$ cat src/design/otq_pkg.sv
// ============================================================================
// otq_pkg
// Shared widths, codes, sequencer states and inter-module structs for the
// ordered timer queue.
// ============================================================================
package otq_pkg;

    localparam int SLOTS_DEFAULT = 16;
    localparam int TIME_W        = 48;
    localparam int IVL_W         = 32;
    localparam int DLY_CFG_W     = 20;
    localparam int SLOT_OUT_W    = 6;

    localparam logic [DLY_CFG_W-1:0] MIN_ARM_DELAY_RST = DLY_CFG_W'(100);
    localparam logic [TIME_W-1:0]    TIME_MAX          = {TIME_W{1'b1}};

    // input opcode
    localparam logic FUNC_ADD   = 1'b0;
    localparam logic FUNC_CHECK = 1'b1;

    typedef enum logic [3:0] {
        ST_IDLE,
        ST_SCAN,
        ST_SCAN_LAST,
        ST_EVAL,
        ST_RELOAD,
        ST_DLY_SUB,
        ST_DLY_CLAMP,
        ST_EMIT_RD,
        ST_EMIT_OUT,
        ST_FINAL
    } otq_state_t;

    // sequencer -> scan unit, aligned with the expiry read data
    typedef struct packed {
        logic clear;     // start a new pass
        logic valid;     // read data of one slot present
        logic use_ok;    // slot in use: counts for the minimum
        logic cand_ok;   // in use, not yet reported, check item
    } scan_ctl_t;

    // scan unit -> sequencer
    typedef struct packed {
        logic              any;
        logic [TIME_W-1:0] min_exp;
        logic              cand_found;
    } scan_res_t;

    // one result word
    typedef struct packed {
        logic [SLOT_OUT_W-1:0] timer_slot;
        logic                  expired_valid;
        logic                  rearm;
        logic [TIME_W-1:0]     arm_delay_us;
        logic [TIME_W-1:0]     next_expiry_us;
        logic                  queue_full;
        logic                  last;
    } otq_result_t;

endpackage

$ cat src/design/otq_slot_mem.sv
// ============================================================================
// otq_slot_mem
// Per-slot expiry and repeat interval storage, registered read.
// ============================================================================
module otq_slot_mem #(
    parameter int SLOTS  = otq_pkg::SLOTS_DEFAULT,
    parameter int SLOT_W = 4
) (
    input  logic                          clk,
    input  logic                          exp_we,
    input  logic                          ivl_we,
    input  logic [SLOT_W-1:0]             wr_addr,
    input  logic [otq_pkg::TIME_W-1:0]    exp_wdata,
    input  logic [otq_pkg::IVL_W-1:0]     ivl_wdata,
    input  logic                          exp_re,
    input  logic [SLOT_W-1:0]             exp_raddr,
    input  logic                          ivl_re,
    input  logic [SLOT_W-1:0]             ivl_raddr,
    output logic [otq_pkg::TIME_W-1:0]    exp_rdata,
    output logic [otq_pkg::IVL_W-1:0]     ivl_rdata
);

    logic [otq_pkg::TIME_W-1:0] exp_mem [SLOTS];
    logic [otq_pkg::IVL_W-1:0]  ivl_mem [SLOTS];

    always_ff @(posedge clk)
    begin
        if (exp_we)
        begin
            exp_mem[wr_addr] <= exp_wdata;
        end
        if (exp_re)
        begin
            exp_rdata <= exp_mem[exp_raddr];
        end
    end

    always_ff @(posedge clk)
    begin
        if (ivl_we)
        begin
            ivl_mem[wr_addr] <= ivl_wdata;
        end
        if (ivl_re)
        begin
            ivl_rdata <= ivl_mem[ivl_raddr];
        end
    end

endmodule

$ cat src/design/otq_scan.sv
// ============================================================================
// otq_scan
// Running minimum and earliest-expired-candidate tracker, one slot per cycle.
// ============================================================================
module otq_scan #(
    parameter int SLOT_W = 4
) (
    input  logic                       clk,
    input  logic                       rst_n,
    input  otq_pkg::scan_ctl_t         ctl,
    input  logic [SLOT_W-1:0]          slot,
    input  logic [otq_pkg::TIME_W-1:0] expiry,
    input  logic [otq_pkg::TIME_W-1:0] now,
    output otq_pkg::scan_res_t         res,
    output logic [SLOT_W-1:0]          cand_slot
);

    logic                       any_reg, any_next;
    logic [otq_pkg::TIME_W-1:0] min_reg, min_next;
    logic                       cfound_reg, cfound_next;
    logic [otq_pkg::TIME_W-1:0] cexp_reg, cexp_next;
    logic [SLOT_W-1:0]          cslot_reg, cslot_next;
    logic                       take_min;
    logic                       take_cand;

    // strict compares: ascending slot order keeps the lowest slot on ties
    always_comb
    begin
        take_min  = ctl.valid && ctl.use_ok && (!any_reg || (expiry < min_reg));
        take_cand = ctl.valid && ctl.cand_ok && (expiry <= now)
                    && (!cfound_reg || (expiry < cexp_reg));

        any_next    = any_reg;
        min_next    = min_reg;
        cfound_next = cfound_reg;
        cexp_next   = cexp_reg;
        cslot_next  = cslot_reg;
        if (ctl.clear)
        begin
            any_next    = 1'b0;
            cfound_next = 1'b0;
        end
        else
        begin
            if (take_min)
            begin
                any_next = 1'b1;
                min_next = expiry;
            end
            if (take_cand)
            begin
                cfound_next = 1'b1;
                cexp_next   = expiry;
                cslot_next  = slot;
            end
        end
    end

    always_ff @(posedge clk or negedge rst_n)
    begin
        if (!rst_n)
        begin
            any_reg    <= 1'b0;
            cfound_reg <= 1'b0;
        end
        else
        begin
            any_reg    <= any_next;
            cfound_reg <= cfound_next;
        end
    end

    always_ff @(posedge clk)
    begin
        min_reg   <= min_next;
        cexp_reg  <= cexp_next;
        cslot_reg <= cslot_next;
    end

    assign res.any        = any_reg;
    assign res.min_exp    = min_reg;
    assign res.cand_found = cfound_reg;
    assign cand_slot      = cslot_reg;

endmodule

$ cat src/design/otq_ctrl.sv
// ============================================================================
// otq_ctrl
// Sequencer: slot scans, add/reload writes, expired order list, arm delay.
// ============================================================================
module otq_ctrl #(
    parameter int SLOTS  = otq_pkg::SLOTS_DEFAULT,
    parameter int SLOT_W = 4,
    parameter int CNT_W  = 5
) (
    input  logic                          clk,
    input  logic                          rst_n,
    // input item
    input  logic                          in_valid,
    output logic                          in_ready,
    input  logic                          func,
    input  logic [otq_pkg::TIME_W-1:0]    now_us,
    input  logic [otq_pkg::TIME_W-1:0]    when_us,
    input  logic [otq_pkg::IVL_W-1:0]     interval_us,
    input  logic [otq_pkg::DLY_CFG_W-1:0] min_delay,
    // result word
    input  logic                          out_free,
    output logic                          out_load,
    output otq_pkg::otq_result_t          out_res,
    // slot memory
    output logic                          exp_we,
    output logic                          ivl_we,
    output logic [SLOT_W-1:0]             wr_addr,
    output logic [otq_pkg::TIME_W-1:0]    exp_wdata,
    output logic [otq_pkg::IVL_W-1:0]     ivl_wdata,
    output logic                          exp_re,
    output logic [SLOT_W-1:0]             exp_raddr,
    output logic                          ivl_re,
    output logic [SLOT_W-1:0]             ivl_raddr,
    input  logic [otq_pkg::IVL_W-1:0]     ivl_rdata,
    // scan unit
    output otq_pkg::scan_ctl_t            scan_ctl,
    output logic [SLOT_W-1:0]             scan_slot,
    output logic [otq_pkg::TIME_W-1:0]    scan_now,
    input  otq_pkg::scan_res_t            scan_res,
    input  logic [SLOT_W-1:0]             cand_slot
);

    localparam logic [SLOT_W-1:0] LAST_SLOT    = SLOT_W'(SLOTS - 1);
    localparam int                TW           = otq_pkg::TIME_W;
    localparam int                SLOT_OUT_W_L = otq_pkg::SLOT_OUT_W;

    otq_pkg::otq_state_t state_reg, state_next;

    logic                  func_reg, func_next;
    logic [TW-1:0]         now_reg, now_next;
    logic [TW-1:0]         when_reg, when_next;
    logic [otq_pkg::IVL_W-1:0] ivl_reg, ivl_next;
    logic [SLOTS-1:0]      in_use_reg, in_use_next;
    logic [SLOTS-1:0]      done_reg, done_next;
    logic [SLOT_W-1:0]     scan_cnt_reg, scan_cnt_next;
    logic                  scan_vld_reg, scan_vld_next;
    logic [SLOT_W-1:0]     scan_slot_reg, scan_slot_next;
    logic [CNT_W-1:0]      n_reg, n_next;
    logic [SLOT_W-1:0]     k_reg, k_next;
    logic                  rearm_reg, rearm_next;
    logic                  full_reg, full_next;
    logic [SLOT_OUT_W_L-1:0] fslot_reg, fslot_next;
    logic [TW-1:0]         next_reg, next_nx;
    logic [TW-1:0]         tgt_reg, tgt_next;
    logic [TW:0]           diff_reg, diff_next;
    logic [TW-1:0]         delay_reg, delay_next;

    // expired order list
    logic [SLOT_W-1:0]     order_mem [SLOTS];
    logic [SLOT_W-1:0]     order_rd_reg;
    logic                  order_we;

    logic                  free_found;
    logic [SLOT_W-1:0]     free_slot;
    logic                  changed;
    logic                  k_last;
    logic [TW:0]           reload_sum;
    logic [TW-1:0]         reload_exp;
    logic [TW-1:0]         dpos;
    logic [TW-1:0]         mind;
    logic [TW-1:0]         clamped;

    // lowest free slot
    always_comb
    begin
        free_found = 1'b0;
        free_slot  = '0;
        for (int i = SLOTS - 1; i >= 0; i--)
        begin
            if (!in_use_reg[i])
            begin
                free_found = 1'b1;
                free_slot  = SLOT_W'(i);
            end
        end
    end

    assign changed    = !scan_res.any || (when_reg < scan_res.min_exp);
    assign k_last     = ((CNT_W'(k_reg) + CNT_W'(1)) == n_reg);
    assign reload_sum = {1'b0, now_reg} + {{(TW + 1 - otq_pkg::IVL_W){1'b0}}, ivl_rdata};
    assign reload_exp = reload_sum[TW] ? otq_pkg::TIME_MAX : reload_sum[TW-1:0];
    assign dpos       = diff_reg[TW] ? '0 : diff_reg[TW-1:0];
    assign mind       = TW'(min_delay);
    assign clamped    = (dpos < mind) ? mind : dpos;

    // next state
    always_comb
    begin
        state_next = state_reg;
        case (state_reg)
            otq_pkg::ST_IDLE:
            begin
                if (in_valid)
                begin
                    state_next = otq_pkg::ST_SCAN;
                end
            end
            otq_pkg::ST_SCAN:
            begin
                if (scan_cnt_reg == LAST_SLOT)
                begin
                    state_next = otq_pkg::ST_SCAN_LAST;
                end
            end
            otq_pkg::ST_SCAN_LAST:
            begin
                state_next = otq_pkg::ST_EVAL;
            end
            otq_pkg::ST_EVAL:
            begin
                if ((func_reg == otq_pkg::FUNC_CHECK) && scan_res.cand_found)
                begin
                    state_next = otq_pkg::ST_RELOAD;
                end
                else
                begin
                    state_next = otq_pkg::ST_DLY_SUB;
                end
            end
            otq_pkg::ST_RELOAD:
            begin
                state_next = otq_pkg::ST_SCAN;
            end
            otq_pkg::ST_DLY_SUB:
            begin
                state_next = otq_pkg::ST_DLY_CLAMP;
            end
            otq_pkg::ST_DLY_CLAMP:
            begin
                if (n_reg != '0)
                begin
                    state_next = otq_pkg::ST_EMIT_RD;
                end
                else
                begin
                    state_next = otq_pkg::ST_FINAL;
                end
            end
            otq_pkg::ST_EMIT_RD:
            begin
                state_next = otq_pkg::ST_EMIT_OUT;
            end
            otq_pkg::ST_EMIT_OUT:
            begin
                if (out_free)
                begin
                    state_next = k_last ? otq_pkg::ST_FINAL : otq_pkg::ST_EMIT_RD;
                end
            end
            otq_pkg::ST_FINAL:
            begin
                if (out_free)
                begin
                    state_next = otq_pkg::ST_IDLE;
                end
            end
            default:
            begin
                state_next = otq_pkg::ST_IDLE;
            end
        endcase
    end

    // outputs and datapath
    always_comb
    begin
        in_ready  = 1'b0;
        out_load  = 1'b0;
        out_res   = '0;
        exp_we    = 1'b0;
        ivl_we    = 1'b0;
        wr_addr   = free_slot;
        exp_wdata = when_reg;
        ivl_wdata = ivl_reg;
        exp_re    = 1'b0;
        exp_raddr = scan_cnt_reg;
        ivl_re    = 1'b0;
        ivl_raddr = cand_slot;
        order_we  = 1'b0;
        scan_ctl  = '0;

        func_next      = func_reg;
        now_next       = now_reg;
        when_next      = when_reg;
        ivl_next       = ivl_reg;
        in_use_next    = in_use_reg;
        done_next      = done_reg;
        scan_cnt_next  = scan_cnt_reg;
        scan_vld_next  = 1'b0;
        scan_slot_next = scan_cnt_reg;
        n_next         = n_reg;
        k_next         = k_reg;
        rearm_next     = rearm_reg;
        full_next      = full_reg;
        fslot_next     = fslot_reg;
        next_nx        = next_reg;
        tgt_next       = tgt_reg;
        diff_next      = diff_reg;
        delay_next     = delay_reg;

        // read data of the slot issued last cycle
        scan_ctl.valid   = scan_vld_reg;
        scan_ctl.use_ok  = in_use_reg[scan_slot_reg];
        scan_ctl.cand_ok = in_use_reg[scan_slot_reg] && !done_reg[scan_slot_reg]
                           && (func_reg == otq_pkg::FUNC_CHECK);

        case (state_reg)
            otq_pkg::ST_IDLE:
            begin
                in_ready = 1'b1;
                if (in_valid)
                begin
                    func_next      = func;
                    now_next       = now_us;
                    when_next      = when_us;
                    ivl_next       = interval_us;
                    done_next      = '0;
                    n_next         = '0;
                    k_next         = '0;
                    scan_cnt_next  = '0;
                    scan_ctl.clear = 1'b1;
                end
            end
            otq_pkg::ST_SCAN:
            begin
                exp_re        = 1'b1;
                scan_vld_next = 1'b1;
                scan_cnt_next = scan_cnt_reg + SLOT_W'(1);
            end
            otq_pkg::ST_SCAN_LAST:
            begin
                scan_cnt_next = '0;
            end
            otq_pkg::ST_EVAL:
            begin
                full_next  = 1'b0;
                fslot_next = '0;
                if (func_reg == otq_pkg::FUNC_ADD)
                begin
                    if (!free_found)
                    begin
                        full_next  = 1'b1;
                        rearm_next = 1'b0;
                        next_nx    = scan_res.any ? scan_res.min_exp : '0;
                        tgt_next   = now_reg;
                    end
                    else
                    begin
                        exp_we                 = 1'b1;
                        ivl_we                 = 1'b1;
                        in_use_next[free_slot] = 1'b1;
                        fslot_next             = SLOT_OUT_W_L'(free_slot);
                        rearm_next             = changed;
                        next_nx                = changed ? when_reg : scan_res.min_exp;
                        tgt_next               = when_reg;
                    end
                end
                else if (scan_res.cand_found)
                begin
                    order_we             = 1'b1;
                    n_next               = n_reg + CNT_W'(1);
                    done_next[cand_slot] = 1'b1;
                    ivl_re               = 1'b1;
                end
                else
                begin
                    // final pass: no expired slot left, minimum is post-step
                    rearm_next = scan_res.any;
                    next_nx    = scan_res.any ? scan_res.min_exp : '0;
                    tgt_next   = scan_res.min_exp;
                end
            end
            otq_pkg::ST_RELOAD:
            begin
                wr_addr        = cand_slot;
                exp_wdata      = reload_exp;
                scan_ctl.clear = 1'b1;
                if (ivl_rdata != '0)
                begin
                    exp_we = 1'b1;
                end
                else
                begin
                    in_use_next[cand_slot] = 1'b0;
                end
            end
            otq_pkg::ST_DLY_SUB:
            begin
                diff_next = {1'b0, tgt_reg} - {1'b0, now_reg};
            end
            otq_pkg::ST_DLY_CLAMP:
            begin
                delay_next = rearm_reg ? clamped : '0;
            end
            otq_pkg::ST_EMIT_RD:
            begin
            end
            otq_pkg::ST_EMIT_OUT:
            begin
                out_res.timer_slot     = SLOT_OUT_W_L'(order_rd_reg);
                out_res.expired_valid  = 1'b1;
                out_res.next_expiry_us = next_reg;
                if (out_free)
                begin
                    out_load = 1'b1;
                    k_next   = k_reg + SLOT_W'(1);
                end
            end
            otq_pkg::ST_FINAL:
            begin
                out_res.timer_slot     = fslot_reg;
                out_res.rearm          = rearm_reg;
                out_res.arm_delay_us   = delay_reg;
                out_res.next_expiry_us = next_reg;
                out_res.queue_full     = full_reg;
                out_res.last           = 1'b1;
                out_load               = out_free;
            end
            default:
            begin
            end
        endcase
    end

    assign scan_slot = scan_slot_reg;
    assign scan_now  = now_reg;

    always_ff @(posedge clk)
    begin
        if (order_we)
        begin
            order_mem[n_reg[SLOT_W-1:0]] <= cand_slot;
        end
        order_rd_reg <= order_mem[k_reg];
    end

    always_ff @(posedge clk or negedge rst_n)
    begin
        if (!rst_n)
        begin
            state_reg    <= otq_pkg::ST_IDLE;
            in_use_reg   <= '0;
            done_reg     <= '0;
            scan_cnt_reg <= '0;
            scan_vld_reg <= 1'b0;
            n_reg        <= '0;
            k_reg        <= '0;
        end
        else
        begin
            state_reg    <= state_next;
            in_use_reg   <= in_use_next;
            done_reg     <= done_next;
            scan_cnt_reg <= scan_cnt_next;
            scan_vld_reg <= scan_vld_next;
            n_reg        <= n_next;
            k_reg        <= k_next;
        end
    end

    always_ff @(posedge clk)
    begin
        func_reg      <= func_next;
        now_reg       <= now_next;
        when_reg      <= when_next;
        ivl_reg       <= ivl_next;
        scan_slot_reg <= scan_slot_next;
        rearm_reg     <= rearm_next;
        full_reg      <= full_next;
        fslot_reg     <= fslot_next;
        next_reg      <= next_nx;
        tgt_reg       <= tgt_next;
        diff_reg      <= diff_next;
        delay_reg     <= delay_next;
    end

endmodule

$ cat src/design/ordered_timer_queue.sv
// ============================================================================
// ordered_timer_queue
// Fixed-slot timer queue with one-shot and repeating timers. Reports expired
// timers in (expiry, slot) order and the hardware re-arm delay.
// ============================================================================
//
//  channel   handshake               payload
//  --------  ----------------------  ---------------------------------------
//  input     in_valid / in_ready     func, now_us, when_us, interval_us
//  output    out_valid / out_ready   timer_slot, expired_valid, rearm,
//                                    arm_delay_us, next_expiry_us,
//                                    queue_full, last
//  config    cfg_wr_en (no wait)     cfg_wr_data -> min_arm_delay
//
//  One word at a time. A pass reads every slot from the expiry memory, one
//  slot a cycle. Add: one pass, then the slot write when a slot is free,
//  the arm delay and the final word. Check with n expired timers: n + 1
//  passes (each expired timer costs one pass plus a reload step that writes
//  back its expiry or frees its slot), then the arm delay subtract and
//  clamp, an order list read per expired word, and the final word.
//  Reset clears the in-use bits and the sequencer; no clearing pass.
//  A stalled output holds the sequencer in place; the result register lets
//  the next word be formed while the previous one still waits.
//
module ordered_timer_queue #(
    parameter int TIMER_SLOTS = otq_pkg::SLOTS_DEFAULT
) (
    input  logic                          clk,
    input  logic                          rst_n,
    // input words
    input  logic                          in_valid,
    output logic                          in_ready,
    input  logic                          func,
    input  logic [otq_pkg::TIME_W-1:0]    now_us,
    input  logic [otq_pkg::TIME_W-1:0]    when_us,
    input  logic [otq_pkg::IVL_W-1:0]     interval_us,
    // result words
    output logic                          out_valid,
    input  logic                          out_ready,
    output logic [otq_pkg::SLOT_OUT_W-1:0] timer_slot,
    output logic                          expired_valid,
    output logic                          rearm,
    output logic [otq_pkg::TIME_W-1:0]    arm_delay_us,
    output logic [otq_pkg::TIME_W-1:0]    next_expiry_us,
    output logic                          queue_full,
    output logic                          last,
    // min_arm_delay register
    input  logic                          cfg_wr_en,
    input  logic [otq_pkg::DLY_CFG_W-1:0] cfg_wr_data
);

    // slot index width; one slot still needs one address bit
    localparam int SLOT_W = (TIMER_SLOTS > 1) ? $clog2(TIMER_SLOTS) : 1;
    // expired count goes up to TIMER_SLOTS
    localparam int CNT_W  = $clog2(TIMER_SLOTS + 1);

    logic [otq_pkg::DLY_CFG_W-1:0] min_delay_reg, min_delay_next;
    logic                          out_valid_reg, out_valid_next;
    otq_pkg::otq_result_t          out_word_reg, out_word_next;

    logic                          out_free;
    logic                          out_load;
    otq_pkg::otq_result_t          out_res;

    logic                          exp_we;
    logic                          ivl_we;
    logic [SLOT_W-1:0]             wr_addr;
    logic [otq_pkg::TIME_W-1:0]    exp_wdata;
    logic [otq_pkg::IVL_W-1:0]     ivl_wdata;
    logic                          exp_re;
    logic [SLOT_W-1:0]             exp_raddr;
    logic                          ivl_re;
    logic [SLOT_W-1:0]             ivl_raddr;
    logic [otq_pkg::TIME_W-1:0]    exp_rdata;
    logic [otq_pkg::IVL_W-1:0]     ivl_rdata;

    otq_pkg::scan_ctl_t            scan_ctl;
    otq_pkg::scan_res_t            scan_res;
    logic [SLOT_W-1:0]             scan_slot;
    logic [otq_pkg::TIME_W-1:0]    scan_now;
    logic [SLOT_W-1:0]             cand_slot;

    // result register: free when empty or being taken this cycle
    assign out_free = !out_valid_reg || out_ready;

    always_comb
    begin
        min_delay_next = cfg_wr_en ? cfg_wr_data : min_delay_reg;
        out_valid_next = out_load || (out_valid_reg && !out_ready);
        out_word_next  = out_load ? out_res : out_word_reg;
    end

    always_ff @(posedge clk or negedge rst_n)
    begin
        if (!rst_n)
        begin
            min_delay_reg <= otq_pkg::MIN_ARM_DELAY_RST;
            out_valid_reg <= 1'b0;
        end
        else
        begin
            min_delay_reg <= min_delay_next;
            out_valid_reg <= out_valid_next;
        end
    end

    always_ff @(posedge clk)
    begin
        out_word_reg <= out_word_next;
    end

    otq_slot_mem #(
        .SLOTS  (TIMER_SLOTS),
        .SLOT_W (SLOT_W)
    ) u_mem (
        .clk       (clk),
        .exp_we    (exp_we),
        .ivl_we    (ivl_we),
        .wr_addr   (wr_addr),
        .exp_wdata (exp_wdata),
        .ivl_wdata (ivl_wdata),
        .exp_re    (exp_re),
        .exp_raddr (exp_raddr),
        .ivl_re    (ivl_re),
        .ivl_raddr (ivl_raddr),
        .exp_rdata (exp_rdata),
        .ivl_rdata (ivl_rdata)
    );

    otq_scan #(
        .SLOT_W (SLOT_W)
    ) u_scan (
        .clk       (clk),
        .rst_n     (rst_n),
        .ctl       (scan_ctl),
        .slot      (scan_slot),
        .expiry    (exp_rdata),
        .now       (scan_now),
        .res       (scan_res),
        .cand_slot (cand_slot)
    );

    otq_ctrl #(
        .SLOTS  (TIMER_SLOTS),
        .SLOT_W (SLOT_W),
        .CNT_W  (CNT_W)
    ) u_ctrl (
        .clk         (clk),
        .rst_n       (rst_n),
        .in_valid    (in_valid),
        .in_ready    (in_ready),
        .func        (func),
        .now_us      (now_us),
        .when_us     (when_us),
        .interval_us (interval_us),
        .min_delay   (min_delay_reg),
        .out_free    (out_free),
        .out_load    (out_load),
        .out_res     (out_res),
        .exp_we      (exp_we),
        .ivl_we      (ivl_we),
        .wr_addr     (wr_addr),
        .exp_wdata   (exp_wdata),
        .ivl_wdata   (ivl_wdata),
        .exp_re      (exp_re),
        .exp_raddr   (exp_raddr),
        .ivl_re      (ivl_re),
        .ivl_raddr   (ivl_raddr),
        .ivl_rdata   (ivl_rdata),
        .scan_ctl    (scan_ctl),
        .scan_slot   (scan_slot),
        .scan_now    (scan_now),
        .scan_res    (scan_res),
        .cand_slot   (cand_slot)
    );

    assign out_valid      = out_valid_reg;
    assign timer_slot     = out_word_reg.timer_slot;
    assign expired_valid  = out_word_reg.expired_valid;
    assign rearm          = out_word_reg.rearm;
    assign arm_delay_us   = out_word_reg.arm_delay_us;
    assign next_expiry_us = out_word_reg.next_expiry_us;
    assign queue_full     = out_word_reg.queue_full;
    assign last           = out_word_reg.last;

endmodule

$ cat config.mk
export PLATFORM = sky130hd
export DESIGN_NAME = ordered_timer_queue
export DESIGN_NICKNAME = d
export VERILOG_FILES = /design/src/design/otq_pkg.sv /design/src/design/otq_slot_mem.sv /design/src/design/otq_scan.sv /design/src/design/otq_ctrl.sv /design/src/design/ordered_timer_queue.sv
export SDC_FILE = /design/constraint.sdc
export NUM_CORES = 2
export LEC_CHECK = 0
export BUFFER_PORTS_ARGS = -buffer_cell sky130_fd_sc_hd__buf_2
export CORE_ASPECT_RATIO = 0.5
export CORE_UTILIZATION = 45
export CTS_BUF_LIST = sky130_fd_sc_hd__clkbuf_4
export CTS_CLUSTER_DIAMETER = 120
export DETAILED_ROUTE_END_ITERATION = 7
export PLACE_DENSITY = 0.6
export SETUP_SLACK_MARGIN = 0.02
export SYNTH_ARGS = -nofsm -noshare
export SYNTH_HDL_FRONTEND = slang
export SYNTH_SLANG_ARGS = --single-unit
$ cat constraint.sdc
create_clock -name clk -period 8.4 [get_ports clk]
set_input_delay 0.42 -clock clk [delete_from_list [all_inputs] [get_ports clk]]
set_output_delay 0.42 -clock clk [all_outputs]
set_load 0.05 [all_outputs]
==> summary.md <==
| Metric | Value |
|---|---|
| Final Worst Setup Slack | 2.72 ns |
| HP Start | in_valid |
| GPL Wtd Cong | 0.938 |
| Max FO, Critical Path | 29 |
| Vias | 51300 |
| Syn_area_per_cell | 16.7 sq um |
| Tot Pwr | 30.1 mW |
| Final setup viols | 0 |
| CP top delay family | compound AO/OA/AOI/OAI gates |
| CP Class | flop to flop |
| CP Launch Type | flop |
| Wire per inst | 26.9 um |
| Placed cell count | 7812 |
| TNS Setup | 0 ns |
| Post-synthesis cell area | 86000 sq um |
| Largest family of logic cells by synthesized area | multiplexers |
| Design area | 100000 sq um |
| Worst Tran Pin Value | 1.30 ns |
| Netlist cell types | 79 |
| Synth Area in Compound Gates | 0.0679 |
| FP Rows | 113 |
| Layout cells sized above 1 | 0.232 |
| Most flop-heavy register | u_mem.exp_mem |
| Peak supply drop | 0.175 mV |
| Fin nets | 6531 |
| Min cycle time layout | 5.68 ns |
| CTS tree | yes |
| Final clock skew | 0.165 ns |
| Largest register FFs | 768 |
| Synth Area in Adders | 0.0432 |
| # Max-Cap Violations | 0 |
| Initial antenna violation count | 8 |
| Clk buf depth | 4 |
| Final worst path period share | 0.677 |
| DRT antenna net count | 0 |
| CP Cell Sequence | ha_1, inv_1, fa_1, nor2b_1, o21a_1, o211ai_1, nand3_1, o2111ai_1, a21oi_1, o22ai_1, o31a_1, o21ai_2, buf_4, inv_2, a21oi_1 |
| Cells after synthesis | 5146 |
| Gr usage total | 0.248 |
| RSZ-0062 raised after global routing | no |
| CTS Sinks | 2037 |
| Post-synthesis sequential area ratio | 0.706 |
| Slew margin rel. | 0.124 |
| Num CTS Buffers | 452 |
| Critical path launch point | u_mem.ivl_rdata[0]$_DFFE_PP_ |
| DR pass1 iterations | 6 |
| CP max-delay cell | a21oi_1 |
| Total grt overflow | 0 |
| Post-CTS resize count | 0 |
| Dpl hpwl | 149000 um |
| CTS root buffer | clkbuf_4 |
| Core area | 190000 sq um |
| Crit path top cell by count | a21oi_1 |
| Largest net degree at the start of global routing | 154 |
| Pre-CTS setup slack | 2.95 ns |
| Total Wirelength | 241000 um |
| Die height | 311 um |
| Yosys top cell area share | 0.683 |
| Crit path largest cell delay | 1.00 ns |
| R2r startpoint | u_mem.ivl_rdata[0]$_DFFE_PP_ |
| # port buffers | 259 |
| Final Util | 0.526 |
| Area grow syn2layout | 16.2% |
| Async set or reset register ratio after synthesis | 0.0358 |
| Die area | 193000 sq um |
| # IOs | 262 |
| Worst Path Arrival | 6.50 ns |
| Vias/cell | 5.72 |
| Most used DFF post-synth | edfxtp_1 |
| Clock latency on the worst-skew pair | 1.32 ns |
| H-tree depth | 5 |
| Ranking of synthesized cells by area | edfxtp_1, mux4_2, ha_1 |
| EDFF count, synth | 1956 |
| #FFs+latches synth | 2037 |
| Status | completed |
| Max Slew Vio Count | 0 |
| P per Cell Area | 301 nW/um^2 |
| Number of global-route vias before repair | 52500 |
| Residual DRC | 0 |
| WHS | 0.144 ns |
| Post CTS Setup Buffer Count | 0 |
| Die Wd | 620 um |
| Crit. End Element | flop |
| Critical Path RT | 9.22 ns |
| First-pass GRT wire length | 350000 um |
| Leak pwr | 36.1 nW |
| Initial Util | 0.453 |
| Finished Layout Cells | 8967 |
| Clk slew on worst S/H paths | 0.08 ns |
| Bufs and invs on worst path | 3 |
| XOR/XNOR Fraction of Synth Area | 0.00815 |
| Max Clock Freq | 0.176 GHz |
| Dominant cell type by area after synthesis | edfxtp_1 |
| Hold buffers post-CTS | 345 |
| Placed Area | 90700 sq um |
| Hold Path Class | input pin to flop |
| Hold Vio Cnt, Final | 0 |
| Synth warnings | 0 |
| Fraction of the mapped netlist area in simple logic gates | 0.0495 |
| Post-synthesis mux area share | 0.106 |
| 1st-iter DRT viols | 5534 |
-- power by group --
group	leakage (nW)	switching, mW	total, mW	internal (mW)
Combinational	13.7	5.04	8.03	2.99
Sequential	18.9	1.14	14.3	13.2
Clock	3.45	3.91	7.76	3.84
Total	36.1	10.1	30.1	20.0
-- cells in the final DEF, fill, tap and decap left out, types with 118 or more instances in the layout --
cell type,n
nor2_1,142
inv_1,197
ha_1,294
edfxtp_1,1956
mux4_2,286
mux2i_1,216
a21oi_1,225
nand2_1,228
clkbuf_4,688
o21ai_0,270
dlygate4sd3_1,344
a21o_1,118
buf_2,258
-- cell families (layout without fill, tap and decap cells) --
kind of cell / Yosys count / after routing
mux: 550 / 550
flops: 2037 / 2037
compound gates: 918 / 918
xor+xnor: 80 / 80
fa+ha+maj: 296 / 296
simple gates: 848 / 848
buf+inv: 416 / 1697
other cells: 1 / 11
-- routing by layer --
metal	vias to the layer above	wire length (um)	global-route usage
met4	0	6590	0.0775
met1	26300	103000	0.349
met3	361	16800	0.0406
li1	22500	-	-
met2	2138	115000	0.397
met5	-	0	0
-- cells in the mapped netlist, types with 9 or more instances --
cell type and instances:
a21boi_0 9, a21o_1 118, a21oi_1 226, a221oi_1 50, a22o_1 52, a22oi_1 49, a31oi_1 18, and2_1 83
and3_1 68, buf_1 41, buf_2 15, clkbuf_1 154, dfrtp_1 70, edfxtp_1 1956, ha_1 294, inv_1 199
mux2_2 48, mux2i_1 216, mux4_2 286, nand2_1 229, nand2b_1 37, nand3_1 38, nand4_1 55, nor2_1 171
nor2b_1 77, nor3_1 37, nor4_1 24, o211ai_1 11, o21a_1 22, o21ai_0 272, o31ai_1 13, xnor2_1 51
xor2_1 29
-- worst reg2reg max path: cells and delay by family, from the launching register on --
family | cells | cell delay, ns
AND/OR/NAND/NOR | 2 | 0.36
flip-flops | 1 | 0.39
AO/OA/AOI/OAI | 8 | 3.05
adder cells (fa/ha/maj) | 2 | 0.63
buffers and inverters | 3 | 0.78
-- layout make-up --
type,count,area [sq um]
timing repair buffer,697,5510
antenna,9,22.5
multi-input combinational,2694,24000
clock inverter,113,582
fill,15600,89900
sequential,2037,60700
clock buffer,688,5160
inverter,199,752
tap,2530,3170
-- path summary, 6_finish.rpt --
check	endpoint	slack (ns)	depth (start not counted)
max	u_mem.exp_mem[0][11]$_DFFE_PP_	2.72	15
min	u_ctrl.exp_raddr[3]$_DFFE_PN0P_	0.14	5
max reg2reg	u_mem.exp_mem[0][11]$_DFFE_PP_	2.72	15
min reg2reg	timer_slot[0]$_DFFE_PP_	0.48	1
max in group asynchronous	u_ctrl.in_use_reg[4]$_DFFE_PN0P_	7.61	4
min in group asynchronous	min_delay_reg[5]$_DFFE_PN1P_	0.28	3
Power figures use the tool's default switching activity.
